[src/rtl/core/dix_pkg.sv]
// Shared types and constants for the divide instruction execute core.
package dix_pkg;

    localparam int OP_W    = 32;
    localparam int IDX_W   = 4;
    localparam int PC_W    = 32;
    localparam int CNT_W   = 32;
    localparam logic [PC_W-1:0] PC_STEP = PC_W'(4);

    // Side information that rides along with each request through the divider
    typedef struct packed {
        logic             mode;
        logic             neg;
        logic             zero_div;
        logic             trap;
        logic [IDX_W-1:0] dest_index;
        logic [PC_W-1:0]  next_pc;
    } side_t;

    // Result payload as held in the output register
    typedef struct packed {
        logic [OP_W-1:0]  quotient;
        logic [IDX_W-1:0] write_index;
        logic             write_enable;
        logic [PC_W-1:0]  next_pc;
        logic             trapped;
        logic [CNT_W-1:0] signed_count;
        logic [CNT_W-1:0] unsigned_count;
    } rsp_t;

endpackage

[src/rtl/core/dix_fin.sv]
// Exit stage: quotient sign fix-up, operation counters and the output register.
module dix_fin import dix_pkg::*; #(
    parameter int DATA_WIDTH = 32
) (
    input  logic                  clk,
    input  logic                  rst_n,
    input  logic                  advance,
    input  logic                  valid_in,
    input  side_t                 side_in,
    input  logic [DATA_WIDTH-1:0] mag_in,
    output logic                  valid_out,
    output rsp_t                  rsp_out
);

    logic                  valid_reg;
    rsp_t                  rsp_reg;
    rsp_t                  rsp_next;
    logic [CNT_W-1:0]      scnt_reg;
    logic [CNT_W-1:0]      scnt_next;
    logic [CNT_W-1:0]      ucnt_reg;
    logic [CNT_W-1:0]      ucnt_next;
    logic [DATA_WIDTH-1:0] quo;
    logic                  bump;

    always_comb
    begin
        if (side_in.zero_div)
        begin
            quo = '0;
        end
        else if (side_in.neg)
        begin
            quo = ~mag_in + 1'b1;
        end
        else
        begin
            quo = mag_in;
        end

        bump      = valid_in & ~side_in.trap;
        scnt_next = (bump && side_in.mode)  ? scnt_reg + 1'b1 : scnt_reg;
        ucnt_next = (bump && !side_in.mode) ? ucnt_reg + 1'b1 : ucnt_reg;

        rsp_next.quotient       = OP_W'(quo);
        rsp_next.write_index    = side_in.dest_index;
        rsp_next.write_enable   = ~side_in.trap;
        rsp_next.next_pc        = side_in.next_pc;
        rsp_next.trapped        = side_in.trap;
        rsp_next.signed_count   = scnt_next;
        rsp_next.unsigned_count = ucnt_next;
    end

    always_ff @(posedge clk or negedge rst_n)
    begin
        if (!rst_n)
        begin
            valid_reg <= 1'b0;
            scnt_reg  <= '0;
            ucnt_reg  <= '0;
        end
        else if (advance)
        begin
            valid_reg <= valid_in;
            scnt_reg  <= scnt_next;
            ucnt_reg  <= ucnt_next;
        end
    end

    always_ff @(posedge clk)
    begin
        if (advance && valid_in)
        begin
            rsp_reg <= rsp_next;
        end
    end

    assign valid_out = valid_reg;
    assign rsp_out   = rsp_reg;

endmodule

[config.mk]
export PLATFORM = sky130hd
export DESIGN_NAME = dix_fin
export DESIGN_NICKNAME = d
export VERILOG_FILES = /design/src/rtl/core/dix_pkg.sv /design/src/rtl/core/dix_fin.sv
export SDC_FILE = /design/constraint.sdc
export NUM_CORES = 1
export LEC_CHECK = 0
export ABC_AREA = 1
export BUFFER_PORTS_ARGS = -buffer_cell sky130_fd_sc_hd__buf_2
export CORE_ASPECT_RATIO = 1.1
export CORE_MARGIN = 4
export CORE_UTILIZATION = 32
export CTS_CLUSTER_DIAMETER = 100
export DETAILED_ROUTE_END_ITERATION = 10
export SLEW_MARGIN = 20
export SYNTH_ARGS = -nofsm -noshare
export SYNTH_HDL_FRONTEND = slang
export SYNTH_SLANG_ARGS = --single-unit
[constraint.sdc]
create_clock -name clk -period 1.55 [get_ports clk]
set_clock_uncertainty 0.1 [all_clocks]
set_input_delay 0.155 -clock clk [delete_from_list [all_inputs] [get_ports clk]]
set_output_delay 0.155 -clock clk [all_outputs]
set_load 0.1 [all_outputs]
# [Word level (Yosys, flattened, before mapping)]
# Index checks and enable logic that the tools add are counted.
# W data, S select, Z words.
[totals] reg_bits=199 wordCells=23
[classes] bitwise_logic=3 reduce_logical=4 add_sub_neg=3 muxes=3
[ops] operator="$add A32 B1 Y32 const B" n=3
[ops] operator="$mux W32" n=3
[ops] operator="$not A32 Y32" n=1
[ops] operator="$logic_and A1 B1 Y1" n=3
[ops] operator="$and A1 B1 Y1" n=1
[ops] operator="$logic_not A1 Y1" n=1
[ops] operator="$not A1 Y1" n=1

# [Depth between registers and ports, before layout]
[depth] depth_word=4 ltp_mapped=10

# [Worst setup path before layout]
# No wires, ideal clock.
[synth_timing] path_kind="input-to-reg" start="input port advance" end="register rsp_reg, in the netlist rsp_out[0], enable pin" arrival_time_ns=3.353 n_path_buf=2 required_time_ns=0.963 slack_ns=-2.391 stages=4 setup_ns=0.487 cell_sequence="clkbuf_1 -> clkbuf_1 -> nand2_1 -> inv_1"
[synth_between] elab_chain_len=1
[synth_rtl] item="start: declaration" line="dix_fin.sv:7" rtl="input logic advance,"
[synth_rtl] item="$logic_and A1 B1 Y1" line="dix_fin.sv:71" rtl="if (advance && valid_in)"
[synth_rtl] item="end signal: assignment" line="dix_fin.sv:73" rtl="rsp_reg <= rsp_next;"
[synth_rtl] item="end: declaration" line="dix_fin.sv:16" rtl="rsp_t rsp_reg;"
# Every way passes these cells.
# A chain may end at the register's enable or synchronous reset.

==> results.sh <==
export IMPL_status="finished, violations left"
export IMPL_violations="negative setup slack"
export IMPL_setup_violations=86
export IMPL_die_width_um=172
export IMPL_avgRoutedWirePerCell_um=14.9
export IMPL_slowest_stage="dfrtp_1"
export IMPL_fin_crit_sh_pct=111
export IMPL_critical_path_required_ns=1.64
export IMPL_syn_num_nets=1119
export IMPL_synthCells=1040
export IMPL_fillers=2685
export IMPL_r2r_end="rsp_out[24]"
export IMPL_syn_area_um2=9470
export IMPL_place_congestion=0.883
export IMPL_p_leak_nw=6.39
export IMPL_routed_wl_um=27700
export IMPL_worst_pin_slew_ns=0.601
export IMPL_final_cells=1858
export IMPL_start_util_pct=32.7
export IMPL_grt_ovfl_total=0
export IMPL_ff2ff_path_depth=8
export IMPL_slew_limit_headroom_pct=59.9
export IMPL_r2r_start="ucnt_reg[0]"
export IMPL_yosysMostFrequentCell="nand2_1"
export IMPL_period_needed_ns=1.72
export IMPL_clk_pin_slew_worst_paths_ns=0.08
export IMPL_core_rowCount=65
export IMPL_synthAdderAreaFrac_pct=0.396
export IMPL_cellPowerDensity_nw_per_um2=986
export IMPL_grt_start_max_net_pins=51
export IMPL_synthArstFlopShare_pct=32.7
export IMPL_largest_reg_flops=134
export IMPL_rsz0062_at_grt="yes"
export IMPL_crit_top_cell="nor2_4"
export IMPL_fin_util_pct=49.1
export IMPL_io_pins=211
export IMPL_yosysTopAreaCellShare_pct=42.5
export IMPL_core_area_um2=29000
export IMPL_grt_pass1_wl_um=43000
export IMPL_placed_area_um2=12200
export IMPL_root_buffer="clkbuf_16"
export IMPL_drtIter0Drc=475
export IMPL_synth_top_family_by_area="simple AND/OR/NAND/NOR gates"
export IMPL_synth_common_cells="nand2_1 (349), edfxtp_1 (134), nor2_1 (109)"
export IMPL_io_buffers=210
export IMPL_dieArea_um2=32400
export IMPL_nets=1555
export IMPL_holdPathEnd="rsp_out[119]"
export IMPL_path_class="flop to flop"
export IMPL_reg2reg_slack_ns=-0.17
export IMPL_synth_cell_types=34
export IMPL_ys_flop_type="edfxtp_1"
export IMPL_yosysTopAreaCell="edfxtp_1"
export IMPL_hold_depth=3
export IMPL_synth_area_top_cells="edfxtp_1 (43%), dfrtp_1 (17%), nand2_1 (14%), nor2_1 (4.3%), inv_1 (4.3%)"
export IMPL_cp_top_family="simple AND/OR/NAND/NOR gates"
export IMPL_hold_path_startpoint="mag_in[17]"
export IMPL_post_place_ws_ns=-0.254
export IMPL_clockBufferDepth=2
export IMPL_cts_buffers_inserted=17
export IMPL_final_area_um2=14200
export IMPL_dpl_cell_count=1756
export IMPL_cp_arrival_ns=1.81
export IMPL_grt_use_total_pct=16.6
export IMPL_holdWs_ns=0.0255
export IMPL_grt_pass1_vias=8533
export IMPL_maxSlewViolCount=0
export IMPL_synthSimpleGateAreaFrac_pct=27.8
export IMPL_crit_chain="ha_2, inv_2, nor2_4, nand3_4, nor2_4, nand3_2, nand2_1, nand2_2"
export IMPL_fin_ws_ns=-0.173
export IMPL_cp_buffers_inverters=1
export IMPL_yosys_warnings=0
export IMPL_hold_path_class="input pin to flop"
export IMPL_num_vias=8644
export IMPL_cp_end_kind="flop"
export IMPL_drc=0
export IMPL_p_total_mw=14.0
export IMPL_drive_gt1_share_pct=39.4
export IMPL_synth_compound_area_share_pct=4.18
export IMPL_ys_ff_latch=199
export IMPL_hold_viol=0
export IMPL_fmax_mhz=581
export IMPL_synth_edf_count=134
export IMPL_crit_path_max_incr_delay_ns=0.39
export IMPL_viasPerCell=4.65
export IMPL_vdd_ir_drop_max_v=0.000616
export IMPL_cp_max_fo=5
export IMPL_cts_max_level=4
export IMPL_fp_dieH_um=188
export IMPL_worstSetupStartpointType="flop"
export IMPL_finalSetupTns_ns=-5.99
export IMPL_antenna_found_initial=1
export IMPL_drt_pass1_iterations=5
export IMPL_clk_latency_ns=0.43
export IMPL_synth_seq_area_share_pct=59.7
export IMPL_drtAntennaViolNets=0
export IMPL_synth_xor_xnor_area_share_pct=2.84
export IMPL_syn_area_per_cell_um2=9.10
export IMPL_synthMuxAreaShare_pct=0
export IMPL_cts_sinks=199
export IMPL_place_hpwl_um=19100
export IMPL_syn2layout_area_growth_pct=50.1
export IMPL_tritoncts="built"
export IMPL_maxCapViolCount=0
cells in the final DEF (no fill, tap or decap), types with 7 or more instances in the layout:
master,n
a21oi_1,22
buf_12,9
buf_2,208
buf_4,148
buf_6,20
clkbuf_16,17
dfrtp_1,59
dlygate4sd3_1,50
edfxtp_1,134
inv_1,98
inv_2,7
nand2_1,306
nand2_2,35
nand2_4,9
nand3_1,45
nand3_2,17
nand3_4,10
nand4_1,25
nor2_1,74
nor2_2,12
nor2_4,37
nor3_1,7
o21ai_0,36
o21ai_1,13
xor2_1,11
xor2_2,14
worst register-to-register path: stages (launching register included):
cell and delay (ns):
dfrtp_1 0.39, ha_2 0.18, inv_2 0.04, nor2_4 0.15, nand3_4 0.19, nor2_4 0.22, nand3_2 0.07, nand2_1 0.07
nand2_2 0.06
routing by layer:
metal,share of wire (%),GRT usage [%],vias up
met4,3.4,6.77,0
met2,52,29.7,216
met3,3.7,2.45,51
li1,-,-,4262
met1,40,19.6,4115
met5,0,0,-
how the worst max path moves through the flow:
stage           startpoint            to  cells after the start  slack (ns)
6_report       ucnt_reg[0]   rsp_out[24]                      8       -0.17
5_1_grt        scnt_reg[1]   rsp_out[62]                      7       -0.26
4_1_cts        scnt_reg[0]   rsp_out[46]                      8       -0.13
3_5_place_dp   scnt_reg[4]   rsp_out[62]                      7       -0.25
3_3_place_gp     mag_in[0]  rsp_out[122]                     10       -0.21
2_1_floorplan      advance    rsp_out[0]                      4       -1.41
layout make-up:
type | count | area, µm² | area share (%)
inverters | 109 | 418 | 2.94
diodes | 1 | 2.50 | 0.0176
clock buffers | 20 | 437 | 3.07
multi-input cells | 714 | 4080 | 28.7
clock inverters | 12 | 95.1 | 0.669
repair buffers | 435 | 3060 | 21.5
well taps | 368 | 460 | 3.24
flip-flops and latches | 199 | 5660 | 39.8
kinds of logic (layout without fill, tap and decap cells):
family / Yosys count / count (layout)
buf+inv: 129 / 576
other cells: 0 / 1
xor+xnor: 29 / 29
simple gates: 603 / 605
fa+ha+maj: 3 / 3
compound gates: 77 / 77
flops: 199 / 199
what timing repair did:
action / 4_1_cts / 5_1_grt
setup buffers: 9 / 13
cloned: 2 / 0
pin swaps: 29 / 78
resized for setup: 75 / 143
hold endpoints to repair: 71 / 0
endpoints found under the setup margin: 90 / 118
hold buffers: 50 / 0
where the power goes:
part	leakage (nW)	total, mW	internal, mW	switching (mW)
Sequential	2.09	6.40	6.15	0.251
Combinational	4.05	3.50	0.861	2.64
Clock	0.246	4.12	2.08	2.03
Power figures use the tool's default switching activity.
