File: config.mk
export PLATFORM = sky130hd
export DESIGN_NAME = dix_prep
export DESIGN_NICKNAME = d
export VERILOG_FILES = /design/src/rtl/core/dix_pkg.sv /design/src/rtl/core/dix_prep.sv
export SDC_FILE = /design/constraint.sdc
export NUM_CORES = 1
export LEC_CHECK = 0
export ABC_AREA = 1
export BUFFER_PORTS_ARGS = -buffer_cell sky130_fd_sc_hd__buf_2
export CAP_MARGIN = 20
export CORE_MARGIN = 5
export CORE_UTILIZATION = 51
export DETAILED_ROUTE_END_ITERATION = 8
export PLACE_DENSITY = 0.91
export RECOVER_POWER = 25
export SLEW_MARGIN = 25
export SYNTH_ARGS = -nofsm -noshare
export SYNTH_HDL_FRONTEND = slang
export SYNTH_SLANG_ARGS = --single-unit
File: constraint.sdc
create_clock -name clk -period 1.2 [get_ports clk]
set_input_delay 0.06 -clock clk [delete_from_list [all_inputs] [get_ports clk]]
set_output_delay 0.06 -clock clk [all_outputs]
set_load 0.01 [all_outputs]
File: src/rtl/core/dix_pkg.sv
// Shared types and constants for the divide instruction execute core.
package dix_pkg;

    localparam int OP_W    = 32;
    localparam int IDX_W   = 4;
    localparam int PC_W    = 32;
    localparam int CNT_W   = 32;
    localparam logic [PC_W-1:0] PC_STEP = PC_W'(4);

    // Side information that rides along with each request through the divider
    typedef struct packed {
        logic             mode;
        logic             neg;
        logic             zero_div;
        logic             trap;
        logic [IDX_W-1:0] dest_index;
        logic [PC_W-1:0]  next_pc;
    } side_t;

    // Result payload as held in the output register
    typedef struct packed {
        logic [OP_W-1:0]  quotient;
        logic [IDX_W-1:0] write_index;
        logic             write_enable;
        logic [PC_W-1:0]  next_pc;
        logic             trapped;
        logic [CNT_W-1:0] signed_count;
        logic [CNT_W-1:0] unsigned_count;
    } rsp_t;

endpackage

File: src/rtl/core/dix_prep.sv
// Entry stage: trap register, operand magnitudes, sign and trap decision, pc update.
module dix_prep import dix_pkg::*; #(
    parameter int DATA_WIDTH = 32
) (
    input  logic                  clk,
    input  logic                  rst_n,
    input  logic                  advance,
    input  logic                  cfg_wr_en,
    input  logic                  cfg_wr_data,
    input  logic                  valid_in,
    input  logic                  mode,
    input  logic [OP_W-1:0]       dividend,
    input  logic [OP_W-1:0]       divisor,
    input  logic [IDX_W-1:0]      dest_index,
    input  logic [PC_W-1:0]       pc,
    output logic                  valid_out,
    output side_t                 side_out,
    output logic [DATA_WIDTH-1:0] acc_out,
    output logic [DATA_WIDTH-1:0] rem_out,
    output logic [DATA_WIDTH-1:0] den_out
);

    logic                  trap_on_zero_reg;
    logic                  valid_reg;
    side_t                 side_reg;
    side_t                 side_next;
    logic [DATA_WIDTH-1:0] num;
    logic [DATA_WIDTH-1:0] den;
    logic                  num_sign;
    logic                  den_sign;
    logic [DATA_WIDTH-1:0] acc_reg;
    logic [DATA_WIDTH-1:0] acc_next;
    logic [DATA_WIDTH-1:0] den_reg;
    logic [DATA_WIDTH-1:0] den_next;

    always_comb
    begin
        num      = DATA_WIDTH'(dividend);
        den      = DATA_WIDTH'(divisor);
        num_sign = mode & num[DATA_WIDTH-1];
        den_sign = mode & den[DATA_WIDTH-1];
        acc_next = num_sign ? (~num + 1'b1) : num;
        den_next = den_sign ? (~den + 1'b1) : den;

        side_next.mode       = mode;
        side_next.neg        = num_sign ^ den_sign;
        side_next.zero_div   = (den == '0);
        side_next.trap       = (den == '0) & trap_on_zero_reg;
        side_next.dest_index = dest_index;
        side_next.next_pc    = side_next.trap ? pc : pc + PC_STEP;
    end

    always_ff @(posedge clk or negedge rst_n)
    begin
        if (!rst_n)
        begin
            trap_on_zero_reg <= 1'b0;
            valid_reg        <= 1'b0;
        end
        else
        begin
            if (cfg_wr_en)
            begin
                trap_on_zero_reg <= cfg_wr_data;
            end
            if (advance)
            begin
                valid_reg <= valid_in;
            end
        end
    end

    always_ff @(posedge clk)
    begin
        if (advance && valid_in)
        begin
            side_reg <= side_next;
            acc_reg  <= acc_next;
            den_reg  <= den_next;
        end
    end

    assign valid_out = valid_reg;
    assign side_out  = side_reg;
    assign acc_out   = acc_reg;
    assign rem_out   = '0;
    assign den_out   = den_reg;

endmodule

After elaboration in Yosys (flattened, before gate mapping)
Index checks and enable logic that the tools add are counted.

word-level totals
  register bits after elaboration = 106
  bits of input ports = 107
  output and inout bits = 137

cells by class
  add/sub/neg operators = 3
  multiplexer cells = 3
  bitwise logic cells = 6
  reductions and logical operators = 2

operators with widths
  kind                                            count
  two-way mux 32 bit                              3
  adder 32 x 1 -> 32 bit (second input constant)  2
  inverter 32 bit                                 2
  adder 32 x 3 -> 32 bit (second input constant)  1
  logical NOT 32 bit                              1
  bitwise AND 1 bit                               3
  logical AND 1 bit                               1
  XOR 1 bit                                       1

Depth between registers and ports, before layout
Gate-level depths: netlist of run 1.

  word-level depth = 3
  gate-level depth with buffers = 10

Worst setup path before layout of run 1
No wires, ideal clock.

  path kind = input-to-reg
  start point = input port advance
  end point = register acc_reg[0], in the netlist acc_out[0] (enable)
  arrival = 2.125 ns
  required time = 0.742 ns
  slack = -1.382 ns
  stages on the path = 2
  cells stage by stage = nand2_1 -> inv_1

on the way
  cells in the longest elaborated chain, start to end = 1

RTL lines
  what                  RTL line        text
  from (decl)           dix_prep.sv:7   input logic advance,
  logical AND 1 bit     dix_prep.sv:75  if (advance && valid_in)
  to (signal assigned)  dix_prep.sv:78  acc_reg <= acc_next;
  to (decl)             dix_prep.sv:31  logic [DATA_WIDTH-1:0] acc_reg;

Every way passes these cells.
A chain may end at the register's enable or synchronous reset.

==> key figures, run 1 <==
Drt
  • Final WL: 20.8 mm
  • Antenna viol nets, final: 0
  • Met2 WL: 10.1 mm
  • Wirelength per Cell: 14.5 um
  • Vias post-DR: 7244
  • Initial drt markers: 701
  • Drt via density: 5.04
  • Met1 Routed Length: 7.83 mm
  • DRC Markers: 0
  • Top sig layer: met5
  • Detailed Routing Iterations Pass 1: 6
  • Metal3 WL: 1.79 mm

Logic synthesis
  • Seq/Total Area, Yosys: 46.7%
  • Netlist cell types: 33
  • Synth warnings: 0
  • Share of the synthesized area in the top cell type: 46.0%
  • Cell type with the largest total area after synthesis: edfxtp_1
  • Ranking of synthesized cells by area: edfxtp_1 (46%), nand2_1 (18%), nor2_1 (7.1%)
  • Synthesized cell area: 6790 um^2
  • Syn Inst Count: 868
  • #FFs+latches synth: 106
  • Synthesized area per cell: 7.82 um^2

Power
  • VDD IR max: 0.738 mV
  • LEAKAGE: 4.73 nW
  • Pwr dens: 1010 nW/um^2
  • Total chip power: 9.72 mW

Final layout
  • Fin nets: 1367
  • Max reg flops: 40
  • Fin area: 9660 um^2
  • Final std cells w/o fill: 1438
  • Utilization after layout: 73.5%
  • Share of cells above drive strength 1: 34.1%
  • Antenna cell count: 0
  • P&R area growth vs syn: 42.2%

GRT
  • Initial antenna violation count: 1
  • Global-route wire length before repair: 32.6 mm
  • Overflow after GRT: 0
  • Largest net degree at the start of global routing: 36
  • Total GRT Usage: 25.7%
  • Vias in the first global route: 7062

Setup path
  • Crit Path Class: reg2reg
  • Worst Path Max Fanout: 24
  • Worst Path Arrival: 1.32 ns
  • Worst EP required: 1.39 ns
  • CP startpoint kind: flip-flop
  • Worst setup EP type: flip-flop
  • CP Launch Point: trap_on_zero_reg
  • Worst R2R Start: trap_on_zero_reg

Placed design
  • Placed insts: 1410
  • Post-place instance area: 9240 um^2
  • Hpwl dp: 16.6 mm
  • Port Buf Inserts: 211
  • Gpl congestion: 0.982

Floorplan
  • Core area: 13100 um^2
  • Die ar.: 15700 um^2
  • Initial Util: 51.7%
  • # rows: 42
  • Die H: 125 um
  • Io pins: 244
  • Die Width: 125 um

Run status
  • Status: finished clean

Timing
  • Pins Over Slew Limit: 0
  • # setup viols final: 0
  • Max Freq: 885 MHz
  • Skew final: 0.00383 ns
  • Final critical-path required period: 1.13 ns
  • Final hold vios: 0
  • Worst hold slack: 0.00107 ns
  • Crit share post-route: 94.2%

Worst hold path
  • Hold path start: valid_in
  • HP Class: in2reg

CTS
  • Clock slew at reported path FFs: 0.07 ns
  • CTS sink cnt: 106
  • H-tree levels: 3
  • Post-CTS Repair Setup Buffers: 0
  • Clock Tree Root: clkbuf_16
  • Cts bufs inserted: 9
  • Clk Latency, worst-skew pair: 0.35 ns
  • Max Root-Sink Buffers: 2
  • CTS tree: yes

Flow run
  • Maxcap violations: 0
==> report_power, final <==
| part | switching [mW] | total, mW | internal [mW] |
|---|---|---|---|
| Sequential | 0.0838 | 4.49 | 4.40 |
| Clock | 1.36 | 3.20 | 1.84 |
| Combinational | 1.14 | 2.03 | 0.885 |
==> layout make-up <==
type	instances	area [um^2]
Inverter	68	256
Timing Repair Buffer	394	2490
Fill cell	949	3480
Sequential cell	106	3170
Multi-Input combinational cell	678	3190
Tap cell	176	220
Clock buffer	10	229
Clock inverter	6	91.3
==> path summary, 6_finish.rpt <==
path | to | slack (ns) | depth (start not counted)
setup / recovery | side_out[36] | 0.07 | 3
hold / removal | valid_out | 0.001 | 3
setup reg to reg | side_out[36] | 0.07 | 3
hold reg to reg | valid_out | 0.55 | 2
max in group asynchronous | trap_on_zero_reg | 1.04 | 2
min in group asynchronous | valid_out | 0.02 | 2
==> synthesized netlist by cell type <==
master    count
a21boi_1      1
a21oi_1       5
and2_1        1
buf_1         1
buf_2         3
buf_4        32
buf_6         6
clkbuf_1      5
clkinv_1      2
conb_1        1
dfrtp_1       2
edfxtp_1    104
ha_1          3
inv_1        66
nand2_1     318
nand2_2       3
nand2_4       3
nand3_1      66
nand3_2       1
nand3b_1     18
nand4_1      12
nor2_1      128
nor2_2       14
nor2_4        3
nor2_8        1
nor3_1        4
nor4_1        1
o211ai_1      1
o21ai_0      16
o21ai_1       2
o21bai_1      1
xnor2_1      18
xor2_1       26
==> metal layers <==
| metal | vias to the layer above | GRT usage (%) |
|---|---|---|
| li1 | 3516 | - |
| met1 | 3242 | 29.4 |
| met2 | 397 | 44.1 |
| met3 | 87 | 5.80 |
| met4 | 2 | 14.9 |
| met5 | - | 0 |
==> layout by cell type (no fill, tap or decap), types with 18 or more instances in the layout <==
cell and count:
buf_2 208, nand2_1 315, nor2_1 124, nand3_1 66
conb_1 32, xor2_1 26, buf_4 162, inv_1 63
edfxtp_1 104, nand3b_1 18, xnor2_1 18
==> repair_timing <==
| item | in CTS | in global routing |
|---|---|---|
| hold endpoints to repair | 12 | 0 |
| setup endpoints to repair | 0 | 34 |
| gates resized for setup | 0 | 8 |
| hold buffers | 12 | 0 |
==> critical path, stage by stage, from the launching register on <==
cell	delay, ns
dfrtp_2	0.45
buf_6	0.24
inv_1	0.10
nor3_1	0.18
==> kinds of logic (layout without fill, tap and decap cells) <==
family | count (synthesis) | after routing | synth area share [%]
simple gates | 573 | 573 | 36.1
buf+inv | 115 | 478 | 8.85
flops | 106 | 106 | 46.7
xor+xnor | 44 | 44 | 5.68
compound gates | 26 | 26 | 2.03
fa+ha+maj | 3 | 3 | 0.553
other cells | 1 | 32 | 0.0552
==> metrics by stage <==
step | TNS, ns | setup slack, ns
4_1_cts | 0 | 0.0180
5_1_grt | -0.00193 | -0.00193
3_5_place_dp | -16.54 | -0.345
2_1_floorplan | -84.48 | -0.812
6_report | 0 | 0.0695
3_3_place_gp | -11.92 | -0.237
No activity file was read; power rests on OpenSTA's default activity.
==> run 2, diff against run 1 <==
--- a/config.mk
+++ b/config.mk
@@ -13,5 +13,4 @@
 export DETAILED_ROUTE_END_ITERATION = 8
 export PLACE_DENSITY = 0.91
-export RECOVER_POWER = 25
 export SLEW_MARGIN = 25
 export SYNTH_ARGS = -nofsm -noshare
==> constraint.sdc (replaced) <==
create_clock -name clk -period 1.2 [get_ports clk]
set_input_delay 0.12 -clock clk [delete_from_list [all_inputs] [get_ports clk]]
set_output_delay 0.12 -clock clk [all_outputs]
set_load 0.01 [all_outputs]
==> run 2 against run 1 <==
The flow now finishes with violations (setup timing). Clock skew down 0.0018 ns. Register-to-register slack worse by 0.11 ns. Maximum frequency decreased by 15%. Combinational power up 7%. Non-clock buffer count is 2 lower. Power increased by 2.5%. Largest cell class unchanged. Highest routed layer is now met4.
==> key figures, run 2 (synthesis gave the netlist of run 1 again) <==
Run status
  • Status: complete, but fails checks (was finished clean)
  • Failing checks: setup timing

Placed design
  • Post-place instance area: 9300 um^2 (was 9240 um^2)
  • Placed insts: 1406 (was 1410)
  • Hpwl dp: 16.8 mm (was 16.6 mm)
  • Port Buf Inserts: 211 (unchanged)
  • Gpl congestion: 1.03 (was 0.982)

Power
  • Comb power frac: 21.8% (was 20.9%)
  • Psw: 2.72 mW (was 2.59 mW)
  • Sequential fraction of design power: 45.1% (was 46.2%)
  • Pwr dens: 998 nW/um^2 (was 1010 nW/um^2)
  • Switching Fraction: 27.3% (was 26.6%)
  • VDD IR max: 0.711 mV (was 0.738 mV)
  • LEAKAGE: 4.80 nW (was 4.73 nW)
  • Total chip power: 9.97 mW (was 9.72 mW)
  • Int Power: 7.24 mW (was 7.13 mW)
  • Clock share of power: 33.1% (was 33.0%)

GRT
  • Initial antenna violation count: 0 (was 1)
  • Total GRT Usage: 26.8% (was 25.7%)
  • Global-route wire length before repair: 34.1 mm (was 32.6 mm)
  • Overflow after GRT: 0 (unchanged)
  • Largest net degree at the start of global routing: 39 (was 36)
  • Vias in the first global route: 7144 (was 7062)

Setup path
  • Internal reg-to-reg setup slack: -0.04 ns (was 0.07 ns)
  • Worst R2R Start: trap_on_zero_reg (unchanged)
  • CP startpoint kind: input pin (was flip-flop)
  • R2R cell count: 3 (unchanged)
  • Worst path cell trace: buf_2, nand2_1, nor2_1, nand2_1, nor2_2, nand2_1, nand2_1, nand2_1, nand2_1, nand2_1 (was buf_6, inv_1, nor3_1)
  • Cell mode on critical path: nand2_1
  • Worst setup EP type: flip-flop (unchanged)
  • Slowest cell on crit path: nor2_1 (was dfrtp_2)
  • Worst Path Max Fanout: 4 (was 24)
  • Top delay family on crit path: simple AND/OR/NAND/NOR gates (was flip-flops)
  • Worst EP required: 1.30 ns (was 1.39 ns)
  • Worst path max stage delay: 0.36 ns (was 0.45 ns)
  • Stages on the worst setup path: 10 (was 3)
  • Crit Path Class: in2reg (was reg2reg)
  • Worst Path Arrival: 1.44 ns (was 1.32 ns)
  • CP bufs+invs: 1 (was 2)
  • CP Launch Point: pc[16] (was trap_on_zero_reg)

Worst hold path
  • HP Class: in2reg (unchanged)
  • Hold path start: valid_in (unchanged)
  • Hold path depth: 3 (unchanged)

Drt
  • Wirelength per Cell: 16.5 um (was 14.5 um)
  • Antenna viol nets, final: 0 (unchanged)
  • Initial drt markers: 813 (was 701)
  • Vias post-DR: 7582 (was 7244)
  • DRC Markers: 0 (unchanged)
  • Drt via density: 5.28 (was 5.04)
  • Final WL: 23.7 mm (was 20.8 mm)
  • Detailed Routing Iterations Pass 1: 8 (was 6)

CTS
  • Clock Tree Root: clkbuf_16 (unchanged)
  • H-tree levels: 3 (unchanged)
  • CTS tree: yes (unchanged)
  • Cts bufs inserted: 9 (unchanged)
  • Clk Latency, worst-skew pair: 0.35 ns (about the same)
  • CTS sink cnt: 106 (unchanged)
  • Max Root-Sink Buffers: 2 (unchanged)
  • Clock slew at reported path FFs: 0.07 ns (about the same)

Final layout
  • Most common cell after layout, fill and taps aside: nand2_1 (unchanged)
  • Antenna cell count: 0 (unchanged)
  • Fin nets: 1366 (was 1367)
  • Final std cells w/o fill: 1437 (was 1438)
  • Utilization after layout: 76.0% (was 73.5%)
  • Share of cells above drive strength 1: 36.9% (was 34.1%)
  • Most frequent cells in the layout: nand2_1 (312), buf_2 (207), buf_4 (161) (was nand2_1 (315), buf_2 (208), buf_4 (162))
  • P&R area growth vs syn: 47.1% (was 42.2%)
  • Max reg flops: 40 (unchanged)
  • Fin area: 9980 um^2 (was 9660 um^2)

Timing
  • Max Freq: 749 MHz (was 885 MHz)
  • Crit share post-route: 111% (was 94.2%)
  • Final critical-path required period: 1.34 ns (was 1.13 ns)
  • Worst hold slack: 0.0713 ns (was 0.00107 ns)
  • Skew final: 0.00207 ns (was 0.00383 ns)
  • Final hold vios: 0 (unchanged)
  • Unrepaired setup endpoints after global routing: true
  • PnR worst setup slack: -0.136 ns (was 0.0695 ns)
  • Pins Over Slew Limit: 0 (unchanged)
  • # setup viols final: 8 (was 0)

Floorplan
  • # rows: 42 (unchanged)
  • Die ar.: 15700 um^2 (unchanged)
  • Core area: 13100 um^2 (unchanged)
  • Io pins: 244 (unchanged)
  • Die H: 125 um (unchanged)
  • Initial Util: 51.7% (unchanged)
  • Die Width: 125 um (unchanged)

Flow run
  • Maxcap violations: 0 (unchanged)
run 2: cell count changes in the layout (fill, tap and decap cells not counted), sizes merged:
cell         before  now
buf             374  380
clkbuf           18   13
clkinv            5    4
dlygate4sd3      12   10
nand2           324  325
run 2: timing repair:
action | CTS | global route
endpoints found under the hold margin | 10 | 0
setup endpoints to repair | 1 | 30
pin swaps | 0 | 24
gates cloned | 0 | 3
hold buffers | 10 | 0
gates resized for setup | 2 | 44
buffers inserted | 0 | 2
run 2: worst reg2reg max path, delay by kind of cell (launching register included):
kind	cells	cell delay, ns
flip-flops	1	0.54
AND/OR/NAND/NOR	2	0.27
buffers and inverters	1	0.28
run 2: worst paths after layout:
check	to
max	side_out[21]
min	valid_out
max reg2reg	side_out[18]
min reg2reg	valid_out
max in group asynchronous	trap_on_zero_reg
min in group asynchronous	trap_on_zero_reg
run 2: power groups by stage:
stage	Clock (mW)	Combinational, mW	Sequential (mW)
after global routing	3.47	2.34	4.52
final	3.30	2.17	4.50
after detailed placement	0	2.02	4.56
after floorplan	0	0.812	4.72
after global placement	0	1.96	4.55
after CTS	3.31	2.07	4.49
run 2: layout make-up:
type | count | area [um^2]
clock buffers | 11 | 243
clock inverters | 5 | 86.3
fillers | 880 | 3150
inverters | 68 | 267
multi-input cells | 679 | 3400
flip-flops and latches | 106 | 3170
well taps | 176 | 220
repair buffers | 392 | 2590
run 2: stage by stage:
| step | TNS (ns) | worst slack [ns] |
|---|---|---|
| 2_1_floorplan | -91.11 | -0.872 |
| 6_report | -0.526 | -0.136 |
| 3_5_place_dp | -18.66 | -0.351 |
| 4_1_cts | 0 | 0.0114 |
| 3_3_place_gp | -14.93 | -0.305 |
| 5_1_grt | -1.04 | -0.123 |
run 2: metal layers:
metal | vias to the layer above | share of wire, % | GRT usage [%]
met1 | 3370 | 35 | 30.6
met2 | 568 | 49 | 47.7
met4 | 0 | 5.7 | 14.0
met3 | 133 | 10 | 5.03
met5 | - | 0 | 0
li1 | 3511 | - | -
