==> src/rtl/core/dix_pkg.sv <==
// Shared types and constants for the divide instruction execute core.
package dix_pkg;

    localparam int OP_W    = 32;
    localparam int IDX_W   = 4;
    localparam int PC_W    = 32;
    localparam int CNT_W   = 32;
    localparam logic [PC_W-1:0] PC_STEP = PC_W'(4);

    // Side information that rides along with each request through the divider
    typedef struct packed {
        logic             mode;
        logic             neg;
        logic             zero_div;
        logic             trap;
        logic [IDX_W-1:0] dest_index;
        logic [PC_W-1:0]  next_pc;
    } side_t;

    // Result payload as held in the output register
    typedef struct packed {
        logic [OP_W-1:0]  quotient;
        logic [IDX_W-1:0] write_index;
        logic             write_enable;
        logic [PC_W-1:0]  next_pc;
        logic             trapped;
        logic [CNT_W-1:0] signed_count;
        logic [CNT_W-1:0] unsigned_count;
    } rsp_t;

endpackage

==> src/rtl/core/dix_step.sv <==
// One restoring division step: shift in a dividend bit, trial subtract, record quotient bit.
module dix_step import dix_pkg::*; #(
    parameter int DATA_WIDTH = 32
) (
    input  logic                  clk,
    input  logic                  rst_n,
    input  logic                  advance,
    input  logic                  valid_in,
    input  side_t                 side_in,
    input  logic [DATA_WIDTH-1:0] acc_in,
    input  logic [DATA_WIDTH-1:0] rem_in,
    input  logic [DATA_WIDTH-1:0] den_in,
    output logic                  valid_out,
    output side_t                 side_out,
    output logic [DATA_WIDTH-1:0] acc_out,
    output logic [DATA_WIDTH-1:0] rem_out,
    output logic [DATA_WIDTH-1:0] den_out
);

    logic                  valid_reg;
    side_t                 side_reg;
    logic [DATA_WIDTH-1:0] acc_reg;
    logic [DATA_WIDTH-1:0] acc_next;
    logic [DATA_WIDTH-1:0] rem_reg;
    logic [DATA_WIDTH-1:0] rem_next;
    logic [DATA_WIDTH-1:0] den_reg;
    logic [DATA_WIDTH:0]   trial;
    logic [DATA_WIDTH:0]   diff;
    logic                  fits;

    // Partial remainder stays below the divisor, so a borrow out of bit
    // DATA_WIDTH marks a trial that does not fit.
    always_comb
    begin
        trial    = {rem_in, acc_in[DATA_WIDTH-1]};
        diff     = trial - {1'b0, den_in};
        fits     = ~diff[DATA_WIDTH];
        rem_next = fits ? diff[DATA_WIDTH-1:0] : trial[DATA_WIDTH-1:0];
        acc_next = {acc_in[DATA_WIDTH-2:0], fits};
    end

    always_ff @(posedge clk or negedge rst_n)
    begin
        if (!rst_n)
        begin
            valid_reg <= 1'b0;
        end
        else if (advance)
        begin
            valid_reg <= valid_in;
        end
    end

    always_ff @(posedge clk)
    begin
        if (advance && valid_in)
        begin
            side_reg <= side_in;
            acc_reg  <= acc_next;
            rem_reg  <= rem_next;
            den_reg  <= den_in;
        end
    end

    assign valid_out = valid_reg;
    assign side_out  = side_reg;
    assign acc_out   = acc_reg;
    assign rem_out   = rem_reg;
    assign den_out   = den_reg;

endmodule

==> config.mk <==
export PLATFORM = sky130hd
export DESIGN_NAME = dix_step
export DESIGN_NICKNAME = d
export VERILOG_FILES = /design/src/rtl/core/dix_pkg.sv /design/src/rtl/core/dix_step.sv
export SDC_FILE = /design/constraint.sdc
export NUM_CORES = 1
export LEC_CHECK = 0
export ABC_AREA = 1
export BUFFER_PORTS_ARGS = -buffer_cell sky130_fd_sc_hd__buf_2
export CAP_MARGIN = 20
export CORE_ASPECT_RATIO = 0.5
export CORE_MARGIN = 2
export CORE_UTILIZATION = 35
export CTS_BUF_LIST = sky130_fd_sc_hd__clkbuf_4
export CTS_CLUSTER_DIAMETER = 60
export DETAILED_ROUTE_END_ITERATION = 7
export REMOVE_ABC_BUFFERS = 1
export SYNTH_ARGS = -nofsm -noshare
export SYNTH_HDL_FRONTEND = slang
export SYNTH_SLANG_ARGS = --single-unit
export TNS_END_PERCENT = 20
==> constraint.sdc <==
create_clock -name clk -period 0.9 [get_ports clk]
set_input_delay 0.09 -clock clk [delete_from_list [all_inputs] [get_ports clk]]
set_output_delay 0.09 -clock clk [all_outputs]
set_load 0.005 [all_outputs]
## Yosys cells after proc, flatten, opt, wreduce, memory -nomap -nowiden

Cells that the tools add are included.

| word-level totals | value |
|---|---|
| register bits after elaboration | 137 |
| input port bits | 140 |
| word-level logic and storage cells | 14 |

| operators by class | value |
|---|---|
| add/subtract/negate cells | 1 |
| mux-type cells | 1 |
| bitwise operators | 1 |
| reductions and logical operators | 1 |

Operators by type and width:

| operator | number |
|---|---|
| subtractor 33 x 32 -> 33 bit | 1 |
| 2-to-1 mux 32 bit | 1 |
| logical AND 1 bit | 1 |
| NOT 1 bit | 1 |

## Longest topological paths before layout

Gate-level depths: netlist of the first run.

| depth | value |
|---|---|
| depth in word-level cells | 2 |
| depth in mapped cells | 17 |
| depth with buffers taken out | 16 |

## Least setup slack after synthesis of the first run

Ideal clock, no wire load.

| timing path | value |
|---|---|
| kind | input to register |
| start | input port advance |
| end | register acc_reg[0], in the netlist acc_out[0], enable pin |
| data arrival time | 2.768 ns |
| data required time | 0.411 ns |
| slack | -2.357 ns |
| stages | 2 |
| cell sequence | nand2_1 -> inv_1 |

| on the way | value |
|---|---|
| longest elaborated chain between the ends | 1 |

RTL lines:

| item | line | source |
|---|---|---|
| start, declared | dix_step.sv:7 | `input logic advance,` |
| logical AND 1 bit | dix_step.sv:56 | `if (advance && valid_in)` |
| end signal, assigned | dix_step.sv:59 | `acc_reg <= acc_next;` |
| end, declared | dix_step.sv:22 | `logic [DATA_WIDTH-1:0] acc_reg;` |

No other way between the ends.
A chain may end at the register's enable or synchronous reset.

## Worst setup path after layout of the first run

| timing path | value |
|---|---|
| start | input port acc_in[31] |
| end | register rem_reg[11], in the netlist rem_out[11] (data pin) |

| on the way | value |
|---|---|
| longest elaborated chain between the ends | 2 |

RTL lines:

| item | line | source |
|---|---|---|
| start, declared | dix_step.sv:10 | `input logic [DATA_WIDTH-1:0] acc_in,` |
| subtractor 33 x 32 -> 33 bit | dix_step.sv:36 | `diff = trial - {1'b0, den_in};` |
| 2-to-1 mux 32 bit | dix_step.sv:38 | `rem_next = fits ? diff[DATA_WIDTH-1:0] : trial[DATA_WIDTH-1:0];` |
| named net rem_next[11] | dix_step.sv:25 | `logic [DATA_WIDTH-1:0] rem_next;` |
| end signal, assigned | dix_step.sv:60 | `rem_reg <= rem_next;` |
| end, declared | dix_step.sv:24 | `logic [DATA_WIDTH-1:0] rem_reg;` |

The timed path passes the listed nets, and every way through them passes these cells.

==> results of run 1 <==
-- repair_timing --
item                                    in CTS  in global routing
gates cloned                                 2                  5
hold endpoints to repair                   137                  2
resized for setup                          145                 51
pin swaps                                   13                 14
buffers inserted                            19                  5
endpoints found under the setup margin     170                280
-- Yosys cell counts, types with 2 or more instances --
cell type	count	share of area (%)
buf_6	4	0.61
inv_1	157	8.0
nand3b_1	2	0.20
and2_1	4	0.34
edfxtp_1	136	56
ha_1	32	5.5
inv_2	2	0.10
nand2_2	15	1.3
nor3_1	6	0.41
nand2_4	3	0.46
nand3_1	31	2.1
nand2_1	326	17
a21oi_4	2	0.44
nor2_1	38	1.9
a21oi_1	24	1.6
o21bai_1	7	0.72
xor2_1	14	1.7
nand4_1	8	0.68
-- layout by cell type, fill, tap and decap left out, types with 23 or more instances in the layout --
cell type / count
inv_1: 139
edfxtp_1: 136
nor2_1: 26
nand2_1: 246
nand2_2: 78
ha_4: 24
nand3_1: 23
buf_4: 159
buf_2: 270
dlygate4sd3_1: 137
-- cells by family after synthesis --
family,count (synthesis),share of synthesized area [%]
AOI/OAI and AO/OA,34,2.866
xor gates and xnor gates,15,1.791
adders and majority gates,33,5.732
buffers and inverters,165,9.127
DFF,137,56.02
and+or+nand+nor,437,24.46
-- metal layers --
metal / wire length (um) / share of wire (%)
met2: 12450 / 47
met5: 16 / 0.061
met4: 269 / 1.0
met1: 12200 / 46
met3: 1507 / 5.7
-- worst register-to-register path, cell delays in order (launching register included) --
cell and delay (ps):
dfrtp_1 400, inv_1 50, o21ai_0 70
-- final cells by class --
type | instances | area, um^2 | share of cell area [%]
antenna | 2 | 5.005 | 0.03863
timing repair buffer | 590 | 4343 | 33.52
multi-input combinational | 519 | 3327 | 25.68
clock buffer | 17 | 127.6 | 0.9851
clock inverter | 14 | 97.59 | 0.7533
tap | 273 | 341.6 | 2.637
sequential | 137 | 4109 | 31.72
inverter | 159 | 604.3 | 4.665
-- stage by stage --
stage | util [%] | area [um^2] | hold slack (ps) | cells | power (mW)
floorplan | - | 7262 | -205.6 | 815 | 9.751
finish | 63.03 | 12950 | -333.8 | 1711 | 17.22
CTS | 61.35 | 12610 | -389.2 | 1699 | 16.84
global route | 63.03 | 12950 | -397.6 | 1711 | 18.09
detailed placement | 49.49 | 10170 | -132.4 | 1510 | 12.07
global placement | 49.49 | 10170 | -133.4 | 1510 | 12.00
-- path summary, 6_finish.rpt --
kind / end / slack [ps] / cells past startpoint
worst max-delay path: rem_out[11] / -520 / 17
worst min register to register: valid_out / 540 / 2
worst max register to register: valid_out / 280 / 2
worst min-delay path: den_out[0] / -330 / 1
max in group asynchronous: valid_out / 460 / 3
min in group asynchronous: valid_out / 340 / 3
-- flip-flops by register name (all words and copies together), names as in the netlist --
name / count
side_out: 40
den_out: 32
acc_out: 32
rem_out: 32
valid_out: 1
-- where the power goes --
part	internal [mW]	total, mW	switching [mW]
logic	2.97	5.85	2.88
clock network	1.09	3.64	2.55
registers	7.60	7.73	0.128
total	11.7	17.2	5.56
==> results.yml, run 1 <==
clock_network:
  path_clk_slew_ps: 130
  cts_max_level: 4
  clock_latency_ps: 600
  cts.sinks: 137
  cts_tree: "yes"
  clockRootBuffer: "clkbuf_4"
  cts_hold_repair.buffers: 137
  cts_buffers: 17
  clk_path_buf_depth: 2
timing:
  tightest_slew_ps: 441.9
  whs_ps: -333.8
  rsz0062_at_grt: "true"
  min_period_over_period_pct: 158.1
  finalHoldViolations: 2
  tns_ps: -63750
  slew_viol_final: 0
  finalWorstSetupSlack_ps: -522.7
  fmax_mhz: 702.9
  skew_ps: 0
  setup_viol: 279
  min_period_ps: 1423
  max-slew-margin-rel_pct: 70.44
global_route:
  grtUsageMet3_pct: 5.406
  grt_use_met2_pct: 38.55
  antenna_found_initial: 3
  track_usage_pct: 23.25
  grt_max_degree: 41
  globalRouteOverflowTotal: 0
  busiest_layer: "met2"
  grt_pass1_vias: 7607
  grt_use_met1_pct: 30.84
  grt_pass1_wl_um: 39460
drt:
  antenna_left: 0
  post_drt_wl_per_cell_um: 15.45
  vias: 7662
  drtPass1Iterations: 5
  viasPerCell: 4.478
  wirelength_um: 26440
  drtIter0Drc: 498
  drc_errors: 0
synth:
  synth_edf_count: 136
  synth_ff_type: "edfxtp_1"
  synth_cell_types: 28
  avgSynthCellArea_um2: 8.934
  synthCells: 821
  yosys_warnings: 0
  syn_area_um2: 7335
  ys_seq_elements: 137
  synth_seq_area_share_pct: 56.02
  synth-async-reset-ratio_pct: 0.7299
critical_path:
  crit_top_cell: "nand2_2"
  path_delay_family: "simple AND/OR/NAND/NOR gates"
  path_buf_inv: 4
  reg2reg_from: "valid_out"
  crit_chain: "buf_8 -> inv_4 -> ha_4 -> fa_2 -> inv_2 -> nand2_2 -> nand2_2 -> nand3_2 -> nand2_2 -> nand2_2 -> nand2_4 -> nand2_8 -> nand3_4 -> nand2_8 -> clkbuf_16 -> nand2_2 -> nand2_1"
  cp.required_ps: 1270
  critPathSlowestCell: "fa_2"
  cp.arrival_ps: 1790
  worstSetupPathType: "in2reg"
  cp-startpoint: "acc_in[31]"
  cp-start-kind: "primary input"
  crit_fanout: 6
  critPathMaxStageDelay_ps: 350
  crit_path_end_kind: "register"
power:
  p_leak_nw: 6.414
  ir_drop_mv: 0.6374
  powerDensity_nw_per_um2: 1329
cells_and_area:
  finalNetCount: 1597
  area_delta_synth_final_pct: 76.63
  n_fill_cell: 1755
  drive_gt1_share_pct: 45.75
run:
  cap_violations: 0
placed_design:
  routabilityCongestion: 0.9356
  dp_slack_ps: -1245
  io_buffers: 276
  dpl.hpwl_um: 18420
run_status:
  outcome: "finished with violations"
  failed_checks: "negative hold slack, negative setup slack"
hold_path:
  hp-class: "in2reg"
  hp-start: "den_in[0]"
floorplanning:
  core.rowCount: 37
  die_h_um: 106.4
  dieWidth_um: 208.7
  die_area_um2: 22200
  io_pins: 277
  core-area_um2: 20550
  initial_core_util_pct: 35.68
(Power assumes the default switching activity.)
==> run 2: changes to the inputs <==
SKIP_CTS_REPAIR_TIMING = 1   (was unset)
==> results.yml, run 2 (synthesis gave the netlist of run 1 again) <==
run_status:
  outcome: "finished with violations"
  failed_checks: "negative hold slack, negative setup slack"
clock_network:
  path_clk_slew_ps: 130
  clockRootBuffer: "clkbuf_4"
  cts.sinks: 137
  cts_buffers: 17
  clock_latency_ps: 600
  clk_path_buf_depth: 2
  cts_tree: "yes"
  cts_max_level: 4
cells_and_area:
  final_area_um2: 12640
  fin_util_pct: 61.50
  layout_common_cells: "273 x buf_2, 261 x nand2_1, 150 x inv_1"
  final_common_cell: "buf_2"
  area_delta_synth_final_pct: 72.36
  drive_gt1_share_pct: 43.28
  largest_reg_flops: 40
  finalNetCount: 1575
timing:
  finalHoldViolations: 3
  rsz0062_at_grt: "true"
  setup_viol: 274
  min_period_over_period_pct: 155.5
  max-slew-margin-rel_pct: 73.13
  skew_ps: 0
  finalWorstSetupSlack_ps: -499.5
  min_period_ps: 1400
  fmax_mhz: 714.5
  tightest_slew_ps: 401.6
  whs_ps: -335.3
  slew_viol_final: 0
critical_path:
  worstRegToRegCells: 2
  reg2reg_slack_ps: 280
  cp.required_ps: 1280
  r2r_end: "valid_out"
  worstSetupPathType: "in2reg"
  crit_path_end_kind: "register"
  cp-start-kind: "primary input"
  cp.arrival_ps: 1780
  crit_fanout: 6
  reg2reg_from: "valid_out"
drt:
  viasPerCell: 4.446
  post_drt_wl_per_cell_um: 15.21
  drtPass1Iterations: 4
  drc_errors: 0
  vias: 7505
  wirelength_um: 25680
  antenna_left: 0
  drtIter0Drc: 569
global_route:
  track_usage_pct: 20.13
  globalRouteOverflowTotal: 0
  grt_pass1_wl_um: 33840
  grt_pass1_vias: 6424
  antenna_found_initial: 1
  grt_max_degree: 41
  grtUsageMet3_pct: 5.258
  grt_use_met2_pct: 30.60
  grt_use_met1_pct: 28.58
  busiest_layer: "met2"
floorplanning:
  initial_core_util_pct: 35.68
  dieWidth_um: 208.7
  core-area_um2: 20550
  die_area_um2: 22200
  die_h_um: 106.4
  io_pins: 277
  core.rowCount: 37
power:
  power_mw: 16.98
  powerDensity_nw_per_um2: 1343
  p_leak_nw: 6.323
  ir_drop_mv: 0.6083
hold_path:
  hp-start: "den_in[0]"
  hp-class: "in2reg"
  hold_path_depth: 1
  worstHoldEndpoint: "den_out[0]"
run:
  cap_violations: 0
placed_design:
  dpl.hpwl_um: 18420
  routabilityCongestion: 0.9356
  placed_area_um2: 10170
  io_buffers: 276
run 2: cell types whose count changed in the layout (fill, tap and decap cells not counted), moves of 5 or more:
cell     previous run  this run
nand2_2            78        59
buf_4             159       143
nand2_1           246       261
inv_1             139       150
inv_2              18         7
buf_6               9         4
nand2_4            17        22
run 2: worst max path at each step:
stage	startpoint	slack [ps]	endpoint	cells after the start
after floorplan	advance	-2360	acc_out[0]	2
after global placement	den_in[23]	-1270	rem_out[27]	14
after detailed placement	den_in[23]	-1240	rem_out[27]	14
after CTS	den_in[23]	-580	rem_out[27]	14
after global routing	acc_in[31]	-550	rem_out[6]	17
final	acc_in[31]	-500	rem_out[6]	17
run 2: stage by stage:
step,setup TNS [ps],std cells,setup WS (ps)
floorplan,-355240,815,-2357
global placement,-50050,1510,-1266
detailed placement,-53130,1510,-1245
CTS,-66970,1541,-578.5
global route,-75880,1688,-547.0
finish,-61110,1688,-499.5
run 2: cell type report:
cell class              instances  area, um^2
clock buffers                  17       127.6
fillers                      1764        7913
flip-flops and latches        137        4109
well taps                     273       341.6
diodes                          1       2.502
multi-input cells             519        3258
inverters                     159       604.3
repair buffers                568        4101
clock inverters                14       97.59
run 2: worst max-delay path: stages:
cell and delay, ps:
buf_8 80, inv_4 30, ha_4 150, fa_2 380, inv_2 70, nand2_2 40
nand2_2 60, nand3_2 60, nand2_2 70, nand2_2 50, nand2_2 80, nand2_4 80
nand3_4 110, nand2_8 110, clkbuf_16 190, nand2_2 60, nand2_1 60
run 2: per-layer routing:
layer / vias up / wire (um) / share of wire, %
met5: - / 0 / 0
met2: 250 / 11830 / 46
li1: 3755 / - / -
met3: 13 / 1706 / 6.6
met1: 3487 / 11960 / 47
met4: 0 / 182 / 0.71
run 2: where the power goes:
group	total [mW]	switching [mW]	internal, mW	leakage [nW]
logic	5.61	2.84	2.77	4.93
registers	7.73	0.126	7.60	1.28
clock network	3.64	2.55	1.09	0.118
==> run 3: changes to the inputs <==
PLACE_DENSITY = 0.57   (was unset)
SKIP_CTS_REPAIR_TIMING = unset   (was 1)
==> results.yml, run 3 (synthesis gave the netlist of run 1 again) <==
run_status:
  outcome: "finished with violations"
  failed_checks: "negative setup slack"
global_route:
  track_usage_pct: 23.21
  antenna_found_initial: 1
  globalRouteOverflowTotal: 0
  grt_pass1_vias: 7397
  grt_pass1_wl_um: 39090
  grt_max_degree: 41
cells_and_area:
  fin_cells: 1689
  n_fill_cell: 1809
  finalNetCount: 1576
  final_common_cell: "nand2_1"
  drive_gt1_share_pct: 41.13
  layout_common_cells: "275 x nand2_1, 274 x buf_2, 148 x inv_1"
  largest_reg_flops: 40
  final_area_um2: 12620
  area_delta_synth_final_pct: 72.02
power:
  p_comb_share_pct: 31.3
  powerDensity_nw_per_um2: 1401
  pwr-share-clk_pct: 24.9
  ir_drop_mv: 0.8079
  sw_frac_of_total_pct: 30.16
  power.switching_mw: 5.330
  cell_internal_pwr_mw: 12.34
  seqPwrFrac_pct: 43.8
  p_leak_nw: 6.328
timing:
  rsz0062_at_grt: "true"
  max-slew-margin-rel_pct: 76.27
  finalWorstSetupSlack_ps: -560.9
  whs_ps: 111.9
  fmax_mhz: 684.5
  slew_viol_final: 0
  skew_ps: 0
  min_period_over_period_pct: 162.3
  tns_ps: -66970
  finalHoldViolations: 0
  setup_viol: 292
  tightest_slew_ps: 355.3
  min_period_ps: 1461
critical_path:
  cp-startpoint: "acc_in[31]"
  worstSetupPathType: "in2reg"
  crit_top_cell: "nand2_2"
  crit_path_end_kind: "register"
  crit_fanout: 9
  cp.arrival_ps: 1830
  critPathMaxStageDelay_ps: 400
  reg2reg_from: "valid_out"
  reg2reg_slack_ps: 280
  cp.required_ps: 1270
  crit_chain: "buf_8 -> inv_6 -> ha_4 -> fa_2 -> inv_2 -> nand2_2 -> nand2_2 -> nand3_2 -> nand2_2 -> nand2_2 -> nand2_2 -> nand2_4 -> nand3_4 -> nand2_8 -> clkbuf_16 -> nand2_1 -> nand2_1"
  cp-start-kind: "primary input"
  critPathSlowestCell: "fa_2"
drt:
  wirelength_um: 26080
  vias: 7528
  wl_met1_um: 11980
  top_layer: "met4"
  viasPerCell: 4.457
  antenna_left: 0
  route.met2.wl_um: 12060
  drtPass1Iterations: 5
  wl_met3_um: 1732
  post_drt_wl_per_cell_um: 15.44
  drc_errors: 0
  drtIter0Drc: 337
clock_network:
  clock_latency_ps: 590
  cts_max_level: 4
  path_clk_slew_ps: 110
  clk_path_buf_depth: 2
  cts.sinks: 137
  cts_buffers: 17
  cts_tree: "yes"
  clockRootBuffer: "clkbuf_4"
placed_design:
  dpl.hpwl_um: 18360
  io_buffers: 276
  routabilityCongestion: 0.8707
  placed_area_um2: 10110
  dp.cells: 1501
run:
  cap_violations: 0
floorplanning:
  die_h_um: 106.4
  core-area_um2: 20550
  io_pins: 277
  core.rowCount: 37
  die_area_um2: 22200
  initial_core_util_pct: 35.68
  dieWidth_um: 208.7
hold_path:
  hp-start: "den_in[1]"
  hp-class: "in2reg"
==> run 3: cell count changes in the layout (fill, tap and decap cells not counted), moves of 4 or more <==
cell           previous run  this run
buf_16                    0         4
nor2_2                   14         5
nand2_2                  59        53
buf_4                   143       139
nand2_4                  22        14
nand2_1                 261       275
dlygate4sd3_1           136       140
nor2_1                   24        34
==> run 3: power by group through the flow <==
stage / Sequential [mW] / Clock (mW) / Combinational [mW]
floorplan: 7.97 / 0 / 1.78
global placement: 7.86 / 0 / 4.10
detailed placement: 7.87 / 0 / 4.14
CTS: 7.73 / 4.51 / 5.18
global route: 7.77 / 4.77 / 6.01
finish: 7.73 / 4.40 / 5.54
==> run 3: final cells by class <==
cell class                 instances  area [um^2]  area share, %
antenna                            1        2.502        0.01983
clock buffer                      19        142.6          1.131
clock inverter                    12        150.1          1.190
inverter                         159        606.8          4.810
multi-input combinational        519         3110          24.65
sequential                       137         4109          32.57
tap                              273        341.6          2.707
timing repair buffer             569         4154          32.92
==> run 3: worst paths after layout <==
path / depth (start not counted) / end
hold reg to reg: 2 / valid_out
max in group asynchronous: 3 / valid_out
hold / removal: 5 / rem_out[1]
min in group asynchronous: 3 / valid_out
setup reg to reg: 2 / valid_out
setup / recovery: 17 / rem_out[0]
==> run 3: metal layers <==
metal | global-route usage, % | vias to the layer above
met5 | 0 | -
met4 | 5.918 | 0
met3 | 6.145 | 25
met2 | 37.81 | 222
met1 | 30.86 | 3520
li1 | - | 3761
==> run 3: worst max-delay path: cells and delay by family <==
| family | cells | cell delay (ps) |
|---|---|---|
| simple gates | 11 | 810 |
| fa+ha+maj | 2 | 550 |
| buf+inv | 4 | 370 |
==> run 3: what timing repair did <==
item,CTS,global route
setup endpoints to repair,170,300
hold endpoints to repair,137,0
hold buffers,140,0
pin swaps,5,13
cloned,4,2
resized for setup,72,55
setup buffers,8,2
==> run 3: stage by stage <==
| step | worst slack [ps] | power [mW] | util (%) |
|---|---|---|---|
| after CTS | -464.7 | 17.42 | 60.32 |
| final | -560.9 | 17.67 | 61.38 |
| after detailed placement | -1221 | 12.01 | 49.17 |
| after global placement | -1159 | 11.96 | 49.17 |
| after floorplan | -2357 | 9.751 | - |
| after global routing | -563.1 | 18.56 | 61.38 |
